[src/hdl/stt_pkg.sv]
// ----------------------------------------------------------------------------
// stt_pkg
// Shared types, token codes, character constants and keyword tables of the
// source text tokenizer.
// ----------------------------------------------------------------------------
package stt_pkg;

  localparam int OFFSET_BITS_DEF   = 24;
  localparam int POSITION_BITS_DEF = 16;
  localparam int QUEUE_DEPTH_DEF   = 4;

  localparam int OFF_W  = 24;
  localparam int POS_W  = 16;
  localparam int LEN_W  = 16;
  localparam int KIND_W = 4;
  localparam int KW_N   = 5;

  localparam logic [KIND_W-1:0] TK_EOF    = 4'd0;
  localparam logic [KIND_W-1:0] TK_DEF    = 4'd1;
  localparam logic [KIND_W-1:0] TK_EXTERN = 4'd2;
  localparam logic [KIND_W-1:0] TK_IF     = 4'd3;
  localparam logic [KIND_W-1:0] TK_THEN   = 4'd4;
  localparam logic [KIND_W-1:0] TK_ELSE   = 4'd5;
  localparam logic [KIND_W-1:0] TK_IDENT  = 4'd6;
  localparam logic [KIND_W-1:0] TK_NUMBER = 4'd7;
  localparam logic [KIND_W-1:0] TK_OP     = 4'd8;

  localparam logic [7:0] CH_HASH = 8'h23;
  localparam logic [7:0] CH_US   = 8'h5F;
  localparam logic [7:0] CH_DOT  = 8'h2E;
  localparam logic [7:0] CH_NL   = 8'h0A;
  localparam logic [7:0] CH_CR   = 8'h0D;
  localparam logic [7:0] CH_TAB  = 8'h09;
  localparam logic [7:0] CH_SP   = 8'h20;

  localparam logic [7:0] KW_TEXT [0:KW_N-1][0:5] = '{
    '{8'h64, 8'h65, 8'h66, 8'h00, 8'h00, 8'h00},
    '{8'h65, 8'h78, 8'h74, 8'h65, 8'h72, 8'h6E},
    '{8'h69, 8'h66, 8'h00, 8'h00, 8'h00, 8'h00},
    '{8'h74, 8'h68, 8'h65, 8'h6E, 8'h00, 8'h00},
    '{8'h65, 8'h6C, 8'h73, 8'h65, 8'h00, 8'h00}
  };
  localparam logic [2:0] KW_LEN [0:KW_N-1] = '{3'd3, 3'd6, 3'd2, 3'd4, 3'd4};
  localparam logic [KIND_W-1:0] KW_KIND [0:KW_N-1] =
    '{TK_DEF, TK_EXTERN, TK_IF, TK_THEN, TK_ELSE};

  typedef struct packed {
    logic [KIND_W-1:0] kind;
    logic [OFF_W-1:0]  offset;
    logic [LEN_W-1:0]  len;
    logic [POS_W-1:0]  line;
    logic [POS_W-1:0]  column;
    logic [7:0]        op;
  } tok_t;

  typedef struct packed {
    tok_t first;
    tok_t second;
    logic two;
  } entry_t;

  typedef struct packed {
    logic pop;
  } q_ctl_t;

  function automatic logic kw_hit(input int k, input logic [2:0] pos,
                                  input logic [7:0] c);
    logic hit;
    hit = 1'b0;
    if (pos < KW_LEN[k]) begin
      hit = (KW_TEXT[k][pos] == c);
    end
    return hit;
  endfunction

endpackage

[src/hdl/stt_front.sv]
// ----------------------------------------------------------------------------
// stt_front
// Byte classifier and scanner state: takes one source byte per cycle while
// accept is high; pushes the tokens it completes (one or two) as one entry.
// ----------------------------------------------------------------------------
module stt_front import stt_pkg::*; #(
  parameter int OFFSET_BITS   = OFFSET_BITS_DEF,
  parameter int POSITION_BITS = POSITION_BITS_DEF
) (
  input  logic       clk,
  input  logic       rst_n,
  input  logic       accept,
  input  logic       src_end,
  input  logic [7:0] src_byte,
  output logic       push,
  output entry_t     push_entry
);

  localparam int OFF_EXT_W = (OFFSET_BITS > OFF_W) ? OFFSET_BITS : OFF_W;
  localparam int POS_EXT_W = (POSITION_BITS > POS_W) ? POSITION_BITS : POS_W;

  typedef enum logic [2:0] {
    MODE_IDLE, MODE_COMMENT, MODE_IDENT, MODE_INT, MODE_FRAC, MODE_DOT
  } mode_t;

  mode_t                    mode_r, mode_nxt;
  logic [OFFSET_BITS-1:0]   off_r, off_nxt;
  logic [POSITION_BITS-1:0] line_r, line_nxt;
  logic [POSITION_BITS-1:0] col_r, col_nxt;
  logic [OFFSET_BITS-1:0]   st_off_r, st_off_nxt;
  logic [POSITION_BITS-1:0] st_line_r, st_line_nxt;
  logic [POSITION_BITS-1:0] st_col_r, st_col_nxt;
  logic [LEN_W-1:0]         len_r, len_nxt;
  logic [KW_N-1:0]          cand_r, cand_nxt;

  logic [OFF_EXT_W-1:0] cur_off_ext, st_off_ext;
  logic [POS_EXT_W-1:0] cur_line_ext, cur_col_ext, st_line_ext, st_col_ext;

  logic              is_digit, is_alpha, is_ident, is_ws;
  logic [2:0]        kw_pos;
  logic [KW_N-1:0]   cand_ext, cand_first;
  logic [LEN_W-1:0]  len_inc;
  logic [KIND_W-1:0] id_kind;
  logic              flush, idle_proc, op_emit;
  tok_t              pend_tok, here_tok, eof_tok;

  assign cur_off_ext  = OFF_EXT_W'(off_r);
  assign st_off_ext   = OFF_EXT_W'(st_off_r);
  assign cur_line_ext = POS_EXT_W'(line_r);
  assign cur_col_ext  = POS_EXT_W'(col_r);
  assign st_line_ext  = POS_EXT_W'(st_line_r);
  assign st_col_ext   = POS_EXT_W'(st_col_r);

  assign is_digit = (src_byte >= 8'h30) && (src_byte <= 8'h39);
  assign is_alpha = ((src_byte >= 8'h61) && (src_byte <= 8'h7A)) ||
                    ((src_byte >= 8'h41) && (src_byte <= 8'h5A));
  assign is_ident = is_alpha || is_digit || (src_byte == CH_US);
  assign is_ws    = (src_byte == CH_SP) || (src_byte == CH_TAB) ||
                    (src_byte == CH_CR) || (src_byte == CH_NL);

  assign kw_pos  = (len_r < LEN_W'(6)) ? len_r[2:0] : 3'd7;
  assign len_inc = (&len_r) ? len_r : len_r + LEN_W'(1);

  always_comb begin
    for (int k = 0; k < KW_N; k++) begin
      cand_ext[k]   = cand_r[k] && kw_hit(k, kw_pos, src_byte);
      cand_first[k] = kw_hit(k, 3'd0, src_byte);
    end
  end

  always_comb begin
    id_kind = TK_IDENT;
    for (int k = KW_N - 1; k >= 0; k--) begin
      if (cand_r[k] && (len_r == LEN_W'(KW_LEN[k]))) begin
        id_kind = KW_KIND[k];
      end
    end
  end

  always_comb begin
    pend_tok.offset = st_off_ext[OFF_W-1:0];
    pend_tok.len    = len_r;
    pend_tok.line   = st_line_ext[POS_W-1:0];
    pend_tok.column = st_col_ext[POS_W-1:0];
    pend_tok.op     = 8'h00;
    unique case (mode_r)
      MODE_IDENT: pend_tok.kind = id_kind;
      MODE_DOT: begin
        pend_tok.kind = TK_OP;
        pend_tok.op   = CH_DOT;
      end
      default:    pend_tok.kind = TK_NUMBER;
    endcase

    here_tok.kind   = TK_OP;
    here_tok.offset = cur_off_ext[OFF_W-1:0];
    here_tok.len    = LEN_W'(1);
    here_tok.line   = cur_line_ext[POS_W-1:0];
    here_tok.column = cur_col_ext[POS_W-1:0];
    here_tok.op     = src_byte;

    eof_tok        = here_tok;
    eof_tok.kind   = TK_EOF;
    eof_tok.len    = '0;
    eof_tok.op     = 8'h00;
  end

  always_comb begin
    mode_nxt    = mode_r;
    off_nxt     = off_r;
    line_nxt    = line_r;
    col_nxt     = col_r;
    st_off_nxt  = st_off_r;
    st_line_nxt = st_line_r;
    st_col_nxt  = st_col_r;
    len_nxt     = len_r;
    cand_nxt    = cand_r;
    flush       = 1'b0;
    idle_proc   = 1'b0;
    op_emit     = 1'b0;

    if (src_end) begin
      flush    = (mode_r != MODE_IDLE) && (mode_r != MODE_COMMENT);
      mode_nxt = MODE_IDLE;
    end else begin
      unique case (mode_r)
        MODE_COMMENT: begin
          idle_proc = (src_byte == CH_NL);
        end
        MODE_IDENT: begin
          if (is_ident) begin
            cand_nxt = cand_ext;
            len_nxt  = len_inc;
          end else begin
            flush     = 1'b1;
            idle_proc = 1'b1;
          end
        end
        MODE_INT: begin
          if (is_digit || (src_byte == CH_DOT)) begin
            if (src_byte == CH_DOT) begin
              mode_nxt = MODE_FRAC;
            end
            len_nxt = len_inc;
          end else begin
            flush     = 1'b1;
            idle_proc = 1'b1;
          end
        end
        MODE_FRAC, MODE_DOT: begin
          if (is_digit) begin
            mode_nxt = MODE_FRAC;
            len_nxt  = len_inc;
          end else begin
            flush     = 1'b1;
            idle_proc = 1'b1;
          end
        end
        default: idle_proc = 1'b1;
      endcase

      if (idle_proc) begin
        mode_nxt = MODE_IDLE;
        if (!is_ws) begin
          if (src_byte == CH_HASH) begin
            mode_nxt = MODE_COMMENT;
          end else if (is_alpha || is_digit || (src_byte == CH_US) ||
                       (src_byte == CH_DOT)) begin
            st_off_nxt  = off_r;
            st_line_nxt = line_r;
            st_col_nxt  = col_r;
            len_nxt     = LEN_W'(1);
            cand_nxt    = '1;
            if (is_digit) begin
              mode_nxt = MODE_INT;
            end else if (src_byte == CH_DOT) begin
              mode_nxt = MODE_DOT;
            end else begin
              mode_nxt = MODE_IDENT;
              cand_nxt = cand_first;
            end
          end else begin
            op_emit = 1'b1;
          end
        end
      end

      off_nxt = (&off_r) ? off_r : off_r + OFFSET_BITS'(1);
      if (src_byte == CH_NL) begin
        line_nxt = (&line_r) ? line_r : line_r + POSITION_BITS'(1);
        col_nxt  = POSITION_BITS'(1);
      end else begin
        col_nxt  = (&col_r) ? col_r : col_r + POSITION_BITS'(1);
      end
    end
  end

  always_comb begin
    push_entry.second = src_end ? eof_tok : here_tok;
    push_entry.first  = flush ? pend_tok : push_entry.second;
    push_entry.two    = flush && (src_end || op_emit);
    push              = accept && (src_end || flush || op_emit);
  end

  always_ff @(posedge clk) begin
    if (!rst_n) begin
      mode_r <= MODE_IDLE;
      off_r  <= '0;
      line_r <= POSITION_BITS'(1);
      col_r  <= POSITION_BITS'(1);
      cand_r <= '1;
      len_r  <= '0;
    end else if (accept) begin
      mode_r <= mode_nxt;
      off_r  <= off_nxt;
      line_r <= line_nxt;
      col_r  <= col_nxt;
      cand_r <= cand_nxt;
      len_r  <= len_nxt;
    end
  end

  always_ff @(posedge clk) begin
    if (accept) begin
      st_off_r  <= st_off_nxt;
      st_line_r <= st_line_nxt;
      st_col_r  <= st_col_nxt;
    end
  end

endmodule

[src/hdl/stt_queue.sv]
// ----------------------------------------------------------------------------
// stt_queue
// Short FIFO of token entries between the scanner and the output stage.
// ----------------------------------------------------------------------------
module stt_queue import stt_pkg::*; #(
  parameter int DEPTH = QUEUE_DEPTH_DEF
) (
  input  logic   clk,
  input  logic   rst_n,
  input  logic   push,
  input  entry_t push_entry,
  output logic   full,
  input  q_ctl_t ctl_in,
  output logic   head_valid,
  output entry_t head_entry
);

  localparam int PTR_W = (DEPTH > 1) ? $clog2(DEPTH) : 1;
  localparam int CNT_W = $clog2(DEPTH + 1);

  entry_t           mem_r [DEPTH];
  logic [PTR_W-1:0] wr_ptr_r, rd_ptr_r;
  logic [CNT_W-1:0] cnt_r, cnt_nxt;
  logic             pop;

  assign pop        = ctl_in.pop;
  assign full       = (cnt_r == CNT_W'(DEPTH));
  assign head_valid = (cnt_r != '0);
  assign head_entry = mem_r[rd_ptr_r];

  always_comb begin
    cnt_nxt = cnt_r;
    if (push && !pop) begin
      cnt_nxt = cnt_r + CNT_W'(1);
    end else if (pop && !push) begin
      cnt_nxt = cnt_r - CNT_W'(1);
    end
  end

  always_ff @(posedge clk) begin
    if (!rst_n) begin
      wr_ptr_r <= '0;
      rd_ptr_r <= '0;
      cnt_r    <= '0;
    end else begin
      cnt_r <= cnt_nxt;
      if (push) begin
        wr_ptr_r <= (wr_ptr_r == PTR_W'(DEPTH - 1)) ? '0 : wr_ptr_r + PTR_W'(1);
      end
      if (pop) begin
        rd_ptr_r <= (rd_ptr_r == PTR_W'(DEPTH - 1)) ? '0 : rd_ptr_r + PTR_W'(1);
      end
    end
  end

  always_ff @(posedge clk) begin
    if (push) begin
      mem_r[wr_ptr_r] <= push_entry;
    end
  end

`ifndef SYNTHESIS
  a_cnt_bound: assert property (@(posedge clk) disable iff (!rst_n)
    cnt_r <= CNT_W'(DEPTH))
    else $error("queue count above depth");
  a_pop_nonempty: assert property (@(posedge clk) disable iff (!rst_n)
    pop |-> head_valid)
    else $error("pop from empty queue");
  a_cnt_grow: assert property (@(posedge clk) disable iff (!rst_n)
    push && !pop |=> cnt_r == $past(cnt_r) + CNT_W'(1))
    else $error("queue count did not advance on push");
`endif

endmodule

[src/hdl/stt_back.sv]
// ----------------------------------------------------------------------------
// stt_back
// Output stage: unpacks each queue entry into one or two token transfers
// and holds the current token in a register until the sink takes it.
// ----------------------------------------------------------------------------
module stt_back import stt_pkg::*; (
  input  logic   clk,
  input  logic   rst_n,
  input  logic   head_valid,
  input  entry_t head_entry,
  output q_ctl_t ctl_out,
  output logic   tok_valid,
  input  logic   tok_ready,
  output tok_t   tok,
  output logic   tok_last
);

  logic valid_r, last_r, half_r;
  tok_t tok_r;
  logic load;

  assign load          = head_valid && (!valid_r || tok_ready);
  assign ctl_out.pop   = load && (half_r || !head_entry.two);
  assign tok_valid     = valid_r;
  assign tok           = tok_r;
  assign tok_last      = last_r;

  always_ff @(posedge clk) begin
    if (!rst_n) begin
      valid_r <= 1'b0;
      half_r  <= 1'b0;
    end else if (load) begin
      valid_r <= 1'b1;
      half_r  <= !half_r && head_entry.two;
    end else if (tok_ready) begin
      valid_r <= 1'b0;
    end
  end

  always_ff @(posedge clk) begin
    if (load) begin
      tok_r  <= half_r ? head_entry.second : head_entry.first;
      last_r <= half_r || !head_entry.two;
    end
  end

`ifndef SYNTHESIS
  a_half_has_pair: assert property (@(posedge clk) disable iff (!rst_n)
    half_r |-> head_valid && head_entry.two)
    else $error("second token pending without a paired entry");
  a_notlast_pending: assert property (@(posedge clk) disable iff (!rst_n)
    valid_r && !last_r |-> half_r)
    else $error("non-last token shown without its partner pending");
  a_pop_on_last: assert property (@(posedge clk) disable iff (!rst_n)
    ctl_out.pop |=> valid_r && last_r)
    else $error("entry popped without loading its last token");
`endif

endmodule

[src/hdl/source_text_tokenizer_top.sv]
// ----------------------------------------------------------------------------
// source_text_tokenizer_top
// Streaming lexer: source bytes in, tokens with position and length out.
// ----------------------------------------------------------------------------
// Takes one source byte per cycle with no bubbles as long as the token queue
// (QUEUE_DEPTH entries) has room. A byte yields zero, one or two tokens and
// the end-of-source item one or two; the output register sends one token per
// cycle while out_tready is high, so a byte that both ends a token and is
// itself an operator costs an extra output transfer, absorbed by the queue.
// Tokens go via the queue to the output register. No clearing pass after reset.
module source_text_tokenizer_top import stt_pkg::*; #(
  parameter int OFFSET_BITS   = OFFSET_BITS_DEF,
  parameter int POSITION_BITS = POSITION_BITS_DEF,
  parameter int QUEUE_DEPTH   = QUEUE_DEPTH_DEF
) (
  input  logic        clk,
  input  logic        rst_n,
  input  logic        in_tvalid,
  output logic        in_tready,
  input  logic [7:0]  in_tdata,   // [7:0] char_byte
  input  logic [0:0]  in_tuser,   // [0] kind
  output logic        out_tvalid,
  input  logic        out_tready,
  // [23:0] start_offset, [39:24] token_length, [55:40] start_line,
  // [71:56] start_column, [79:72] op_byte
  output logic [79:0] out_tdata,
  output logic [3:0]  out_tuser,  // [3:0] token_kind
  output logic        out_tlast
);

  logic   full, accept, push, head_valid;
  entry_t push_entry, head_entry;
  q_ctl_t q_ctl;
  tok_t   tok;

  assign in_tready = !full;
  assign accept    = in_tvalid && in_tready;

  stt_front #(
    .OFFSET_BITS   (OFFSET_BITS),
    .POSITION_BITS (POSITION_BITS)
  ) u_front (
    .clk        (clk),
    .rst_n      (rst_n),
    .accept     (accept),
    .src_end    (in_tuser[0]),
    .src_byte   (in_tdata),
    .push       (push),
    .push_entry (push_entry)
  );

  stt_queue #(
    .DEPTH (QUEUE_DEPTH)
  ) u_queue (
    .clk        (clk),
    .rst_n      (rst_n),
    .push       (push),
    .push_entry (push_entry),
    .full       (full),
    .ctl_in     (q_ctl),
    .head_valid (head_valid),
    .head_entry (head_entry)
  );

  stt_back u_back (
    .clk        (clk),
    .rst_n      (rst_n),
    .head_valid (head_valid),
    .head_entry (head_entry),
    .ctl_out    (q_ctl),
    .tok_valid  (out_tvalid),
    .tok_ready  (out_tready),
    .tok        (tok),
    .tok_last   (out_tlast)
  );

  assign out_tdata = {tok.op, tok.column, tok.line, tok.len, tok.offset};
  assign out_tuser = tok.kind;

endmodule
[config.mk]
export PLATFORM = sky130hd
export DESIGN_NAME = source_text_tokenizer_top
export DESIGN_NICKNAME = d
export VERILOG_FILES = /design/src/hdl/stt_pkg.sv /design/src/hdl/stt_front.sv /design/src/hdl/stt_queue.sv /design/src/hdl/stt_back.sv /design/src/hdl/source_text_tokenizer_top.sv
export SDC_FILE = /design/constraint.sdc
export NUM_CORES = 1
export LEC_CHECK = 0
export ABC_AREA = 1
export BUFFER_PORTS_ARGS = -buffer_cell sky130_fd_sc_hd__buf_2
export CAP_MARGIN = 0
export CORE_MARGIN = 4
export CORE_UTILIZATION = 43
export CTS_CLUSTER_SIZE = 10
export DETAILED_ROUTE_END_ITERATION = 6
export GPL_TIMING_DRIVEN = 0
export PLACE_DENSITY_LB_ADDON = 0.05
export SYNTH_ARGS = -nofsm -noshare
export SYNTH_HDL_FRONTEND = slang
export SYNTH_SLANG_ARGS = --single-unit
[constraint.sdc]
create_clock -name clk -period 26.7 [get_ports clk]
set_input_delay 5.34 -clock clk [delete_from_list [all_inputs] [get_ports clk]]
set_output_delay 5.34 -clock clk [all_outputs]
set_load 0.1 [all_outputs]
==> summary.md <==
| Metric | Value |
|---|---|
| Outcome | `finished clean` |
| Sink Count | `832` |
| DRT Pass-1 Iters | `6` |
| Setup repair bufs after CTS | `0` |
| GRT Util Overall | `0.230` |
| Power density over cell area | `113 nW/um2` |
| Psw | `1.80 mW` |
| Final period utilization | `0.324` |
| Worst hold path type | `reg2reg` |
| Library cells used by synthesis | `49` |
| Top_reg_cell synth | `edfxtp_1` |
| Final core occ | `0.499` |
| Num ports | `100` |
| Synthesized area | `34,100 um2` |
| Layout Cells excl Fill | `4,347` |
| Internal power | `2.63 mW` |
| Detailed placer's ending HPWL | `64,200 um` |
| Vias per cell | `5.46` |
| Rel. slew slack | `0.0552` |
| Type of origin of the critical path | `input pin` |
| IO Port Bufs | `96` |
| Met2 WL | `47,300 um` |
| Die area | `83,900 um2` |
| Total gr overflow | `0` |
| Post-DP Area | `36,600 um2` |
| Setup TNS | `0 ps` |
| Leakage | `13.4 nW` |
| Cts repair resizes | `0` |
| Syn avg cell area | `11.3 um2` |
| Core Area | `78,700 um2` |
| Area grow syn2layout | `15.3%` |
| Max rail drop VDD | `0.0000693 V` |
| Routed WL per cell | `22.3 um` |
| Final ANT Viol Nets | `0` |
| Row cnt | `103` |
| Fin nets | `3,262` |
| DR top layer | `met4` |
| DRT iter0 DRCs | `1,913` |
| Htree depth | `3` |
| Met1 WL | `42,200 um` |
| CP arrival | `8980 ps` |
| Met3 WL | `5180 um` |
| Switching share of power | `0.407` |
| Crit-path max FO | `24` |
| CTS Buffer Depth | `3` |
| Fraction of layout cells with a size suffix above 1 | `0.0922` |
| Register share of total power | `0.381` |
| Finish-stage setup viols | `0` |
| Clock-pin slew on the worst setup and hold paths | `60 ps` |
| Drc violations | `0` |
| CTS Hold Bufs | `0` |
| Number of flops mapped to enable cells by yosys | `741` |
| TritonCTS clock tree | `built` |
| Global placement routability congestion | `0.860` |
| Asr flop ratio synth | `0` |
| Clock root buffer | `clkbuf_16` |
| Largest net degree at the start of global routing | `58` |
| Synth Instances | `3,012` |
| Clock Latency Late Sink | `640 ps` |
| Num CTS Buffers | `95` |
| Yosys warnings | `0` |
| Cell count after placement | `4,189` |
| Max-slew violations | `0` |
| Final Cell Area | `39,300 um2` |
| RSZ-0062 raised after global routing | `false` |
| Vias in the first global route | `23,500` |
| Initial Utilization | `0.433` |
| Comb pwr share | `0.357` |
| Max Clock Skew | `16.4 ps` |
| Critical path class | `in2reg` |
| Syn nets | `3,038` |
| Final Hold Viols | `0` |
| Worst-margin pin slew | `1420 ps` |
| Clk network pwr share | `0.262` |
| CP required | `27,020 ps` |
| Initial antenna violation count | `5` |
| FMAX | `116 MHz` |
| Routed via count | `23,700` |
| Final worst path period need | `8650 ps` |
| Register area share after synthesis | `0.706` |
| First-pass GRT wire length | `146,000 um` |
| Die Span Y | `290 um` |
| Die width | `290 um` |
| Critical path endpoint category | `flip-flop` |
| Total design power | `4.43 mW` |
| Flop and latch count out of synthesis | `832` |
| Max Cap Viol | `0` |
| Wirelength, routed | `96,900 um` |
## kinds of logic (layout without fill, tap and decap cells)
kind of cell | count (synthesis) | in the layout | synth area share
and+or+nand+nor | 1170 | 1170 | 0.141
adders and majority gates | 13 | 13 | 0.00499
DFF | 832 | 832 | 0.706
AOI/OAI and AO/OA | 671 | 671 | 0.107
xor gates and xnor gates | 21 | 21 | 0.00539
buffers and inverters | 305 | 589 | 0.0358
other | 0 | 1 | 0
## area by class of cell
| cell class | count | area, um2 |
|---|---|---|
| multi-input cells | 1875 | 8860 |
| inverters | 149 | 562 |
| flip-flops and latches | 832 | 24100 |
| well taps | 1050 | 1310 |
| fillers | 6970 | 39400 |
| diodes | 1 | 2.50 |
| clock inverters | 6 | 62.6 |
| repair buffers | 127 | 1170 |
| plain buffers | 156 | 661 |
| clock buffers | 151 | 2620 |
## sequential cells by signal, indices dropped and copies added, names as in the netlist, 2 cells and up, named ones only
| register | flops |
|---|---|
| u_back.tok | 84 |
| u_front.cand_r | 5 |
| u_front.col_r | 16 |
| u_front.cur_line_ext | 16 |
| u_front.cur_off_ext | 24 |
| u_front.len_r | 16 |
| u_front.mode_r | 3 |
| u_front.st_col_ext | 16 |
| u_front.st_line_ext | 16 |
| u_front.st_off_ext | 24 |
| u_queue.cnt_r | 3 |
| u_queue.mem_r | 600 |
| u_queue.rd_ptr_r | 2 |
| u_queue.wr_ptr_r | 2 |
## metrics by stage
step	hold WS [ps]	worst slack [ps]
5_1_grt	528	17860
3_5_place_dp	499	17460
4_1_cts	510	18130
2_1_floorplan	459	13110
6_report	506	18050
3_3_place_gp	474	6060
## power by group through the flow
stage	logic [mW]	clock network [mW]	registers (mW)
3_3_place_gp	1.54	0	1.78
4_1_cts	1.60	1.19	1.69
2_1_floorplan	0.584	0	2.25
5_1_grt	1.70	1.24	1.70
3_5_place_dp	1.60	0	1.71
6_report	1.58	1.16	1.69
## synthesized netlist by cell type (4+ instances only)
library cell  count  area (um2)
edfxtp_1        741       22300
nor2_1          640        2400
o21ai_0         352        1760
nand2_1         344        1290
inv_1           132         495
clkbuf_1        129         484
a21oi_1         106         531
dfxtp_1          91        1820
a31oi_1          67         419
o22ai_1          66         413
nand3_1          63         315
nor3_1           49         245
o21ai_1          42         210
nand4_1          33         206
xor2_1           20         175
inv_2            13        48.8
buf_2            12        60.1
ha_1             12         150
o211ai_1         12        90.1
nor4_1           10        62.6
buf_6             8        90.1
nor2_2            8        50.1
o21ai_2           8        70.1
buf_1             7        26.3
a211oi_1          4        30.0
clkinv_1          4        15.0
nand2_2           4        25.0
nand2_4           4        45.0
nand3_2           4        40.0
## metal layers
| metal | vias up | global-route usage |
|---|---|---|
| met4 | 0 | 0.0642 |
| met5 | - | 0 |
| met2 | 691 | 0.390 |
| met1 | 11700 | 0.314 |
| met3 | 156 | 0.0306 |
| li1 | 11100 | - |
## worst paths after layout
| path | slack (ps) | to | start | cells after the start |
|---|---|---|---|---|
| worst min register to register | 510 | u_front.cand_r[1] | u_front.cand_r[1] | 2 |
| worst min-delay path | 510 | u_front.cand_r[1] | u_front.cand_r[1] | 2 |
| worst max register to register | 22800 | u_back.tok[73] | flip-flop | 7 |
| worst max-delay path | 18050 | u_queue.mem_r[3][13] | in_tdata[2] | 13 |
## worst max-delay path, stage by stage
cell	delay [ps]
buf_2	160
inv_2	200
nand2_1	160
nor3_4	680
nand3_1	230
nand4_2	190
nand2_1	140
nand3_1	200
nand2_1	310
nor2_4	610
buf_16	240
buf_12	220
buf_12	220
## placed cells by master (no fill, tap or decap), types with 13 or more instances in the layout
cell type / count
o21ai_1: 42
a31oi_1: 66
clkbuf_16: 96
o21ai_0: 352
a21oi_1: 106
dfxtp_1: 91
clkbuf_1: 183
inv_1: 131
edfxtp_1: 741
nor3_1: 49
xor2_1: 20
buf_12: 22
inv_2: 13
o22ai_1: 66
nand3_1: 63
buf_2: 108
nand4_1: 33
nand2_1: 344
nor2_1: 636
Power figures use the tool's default switching activity.
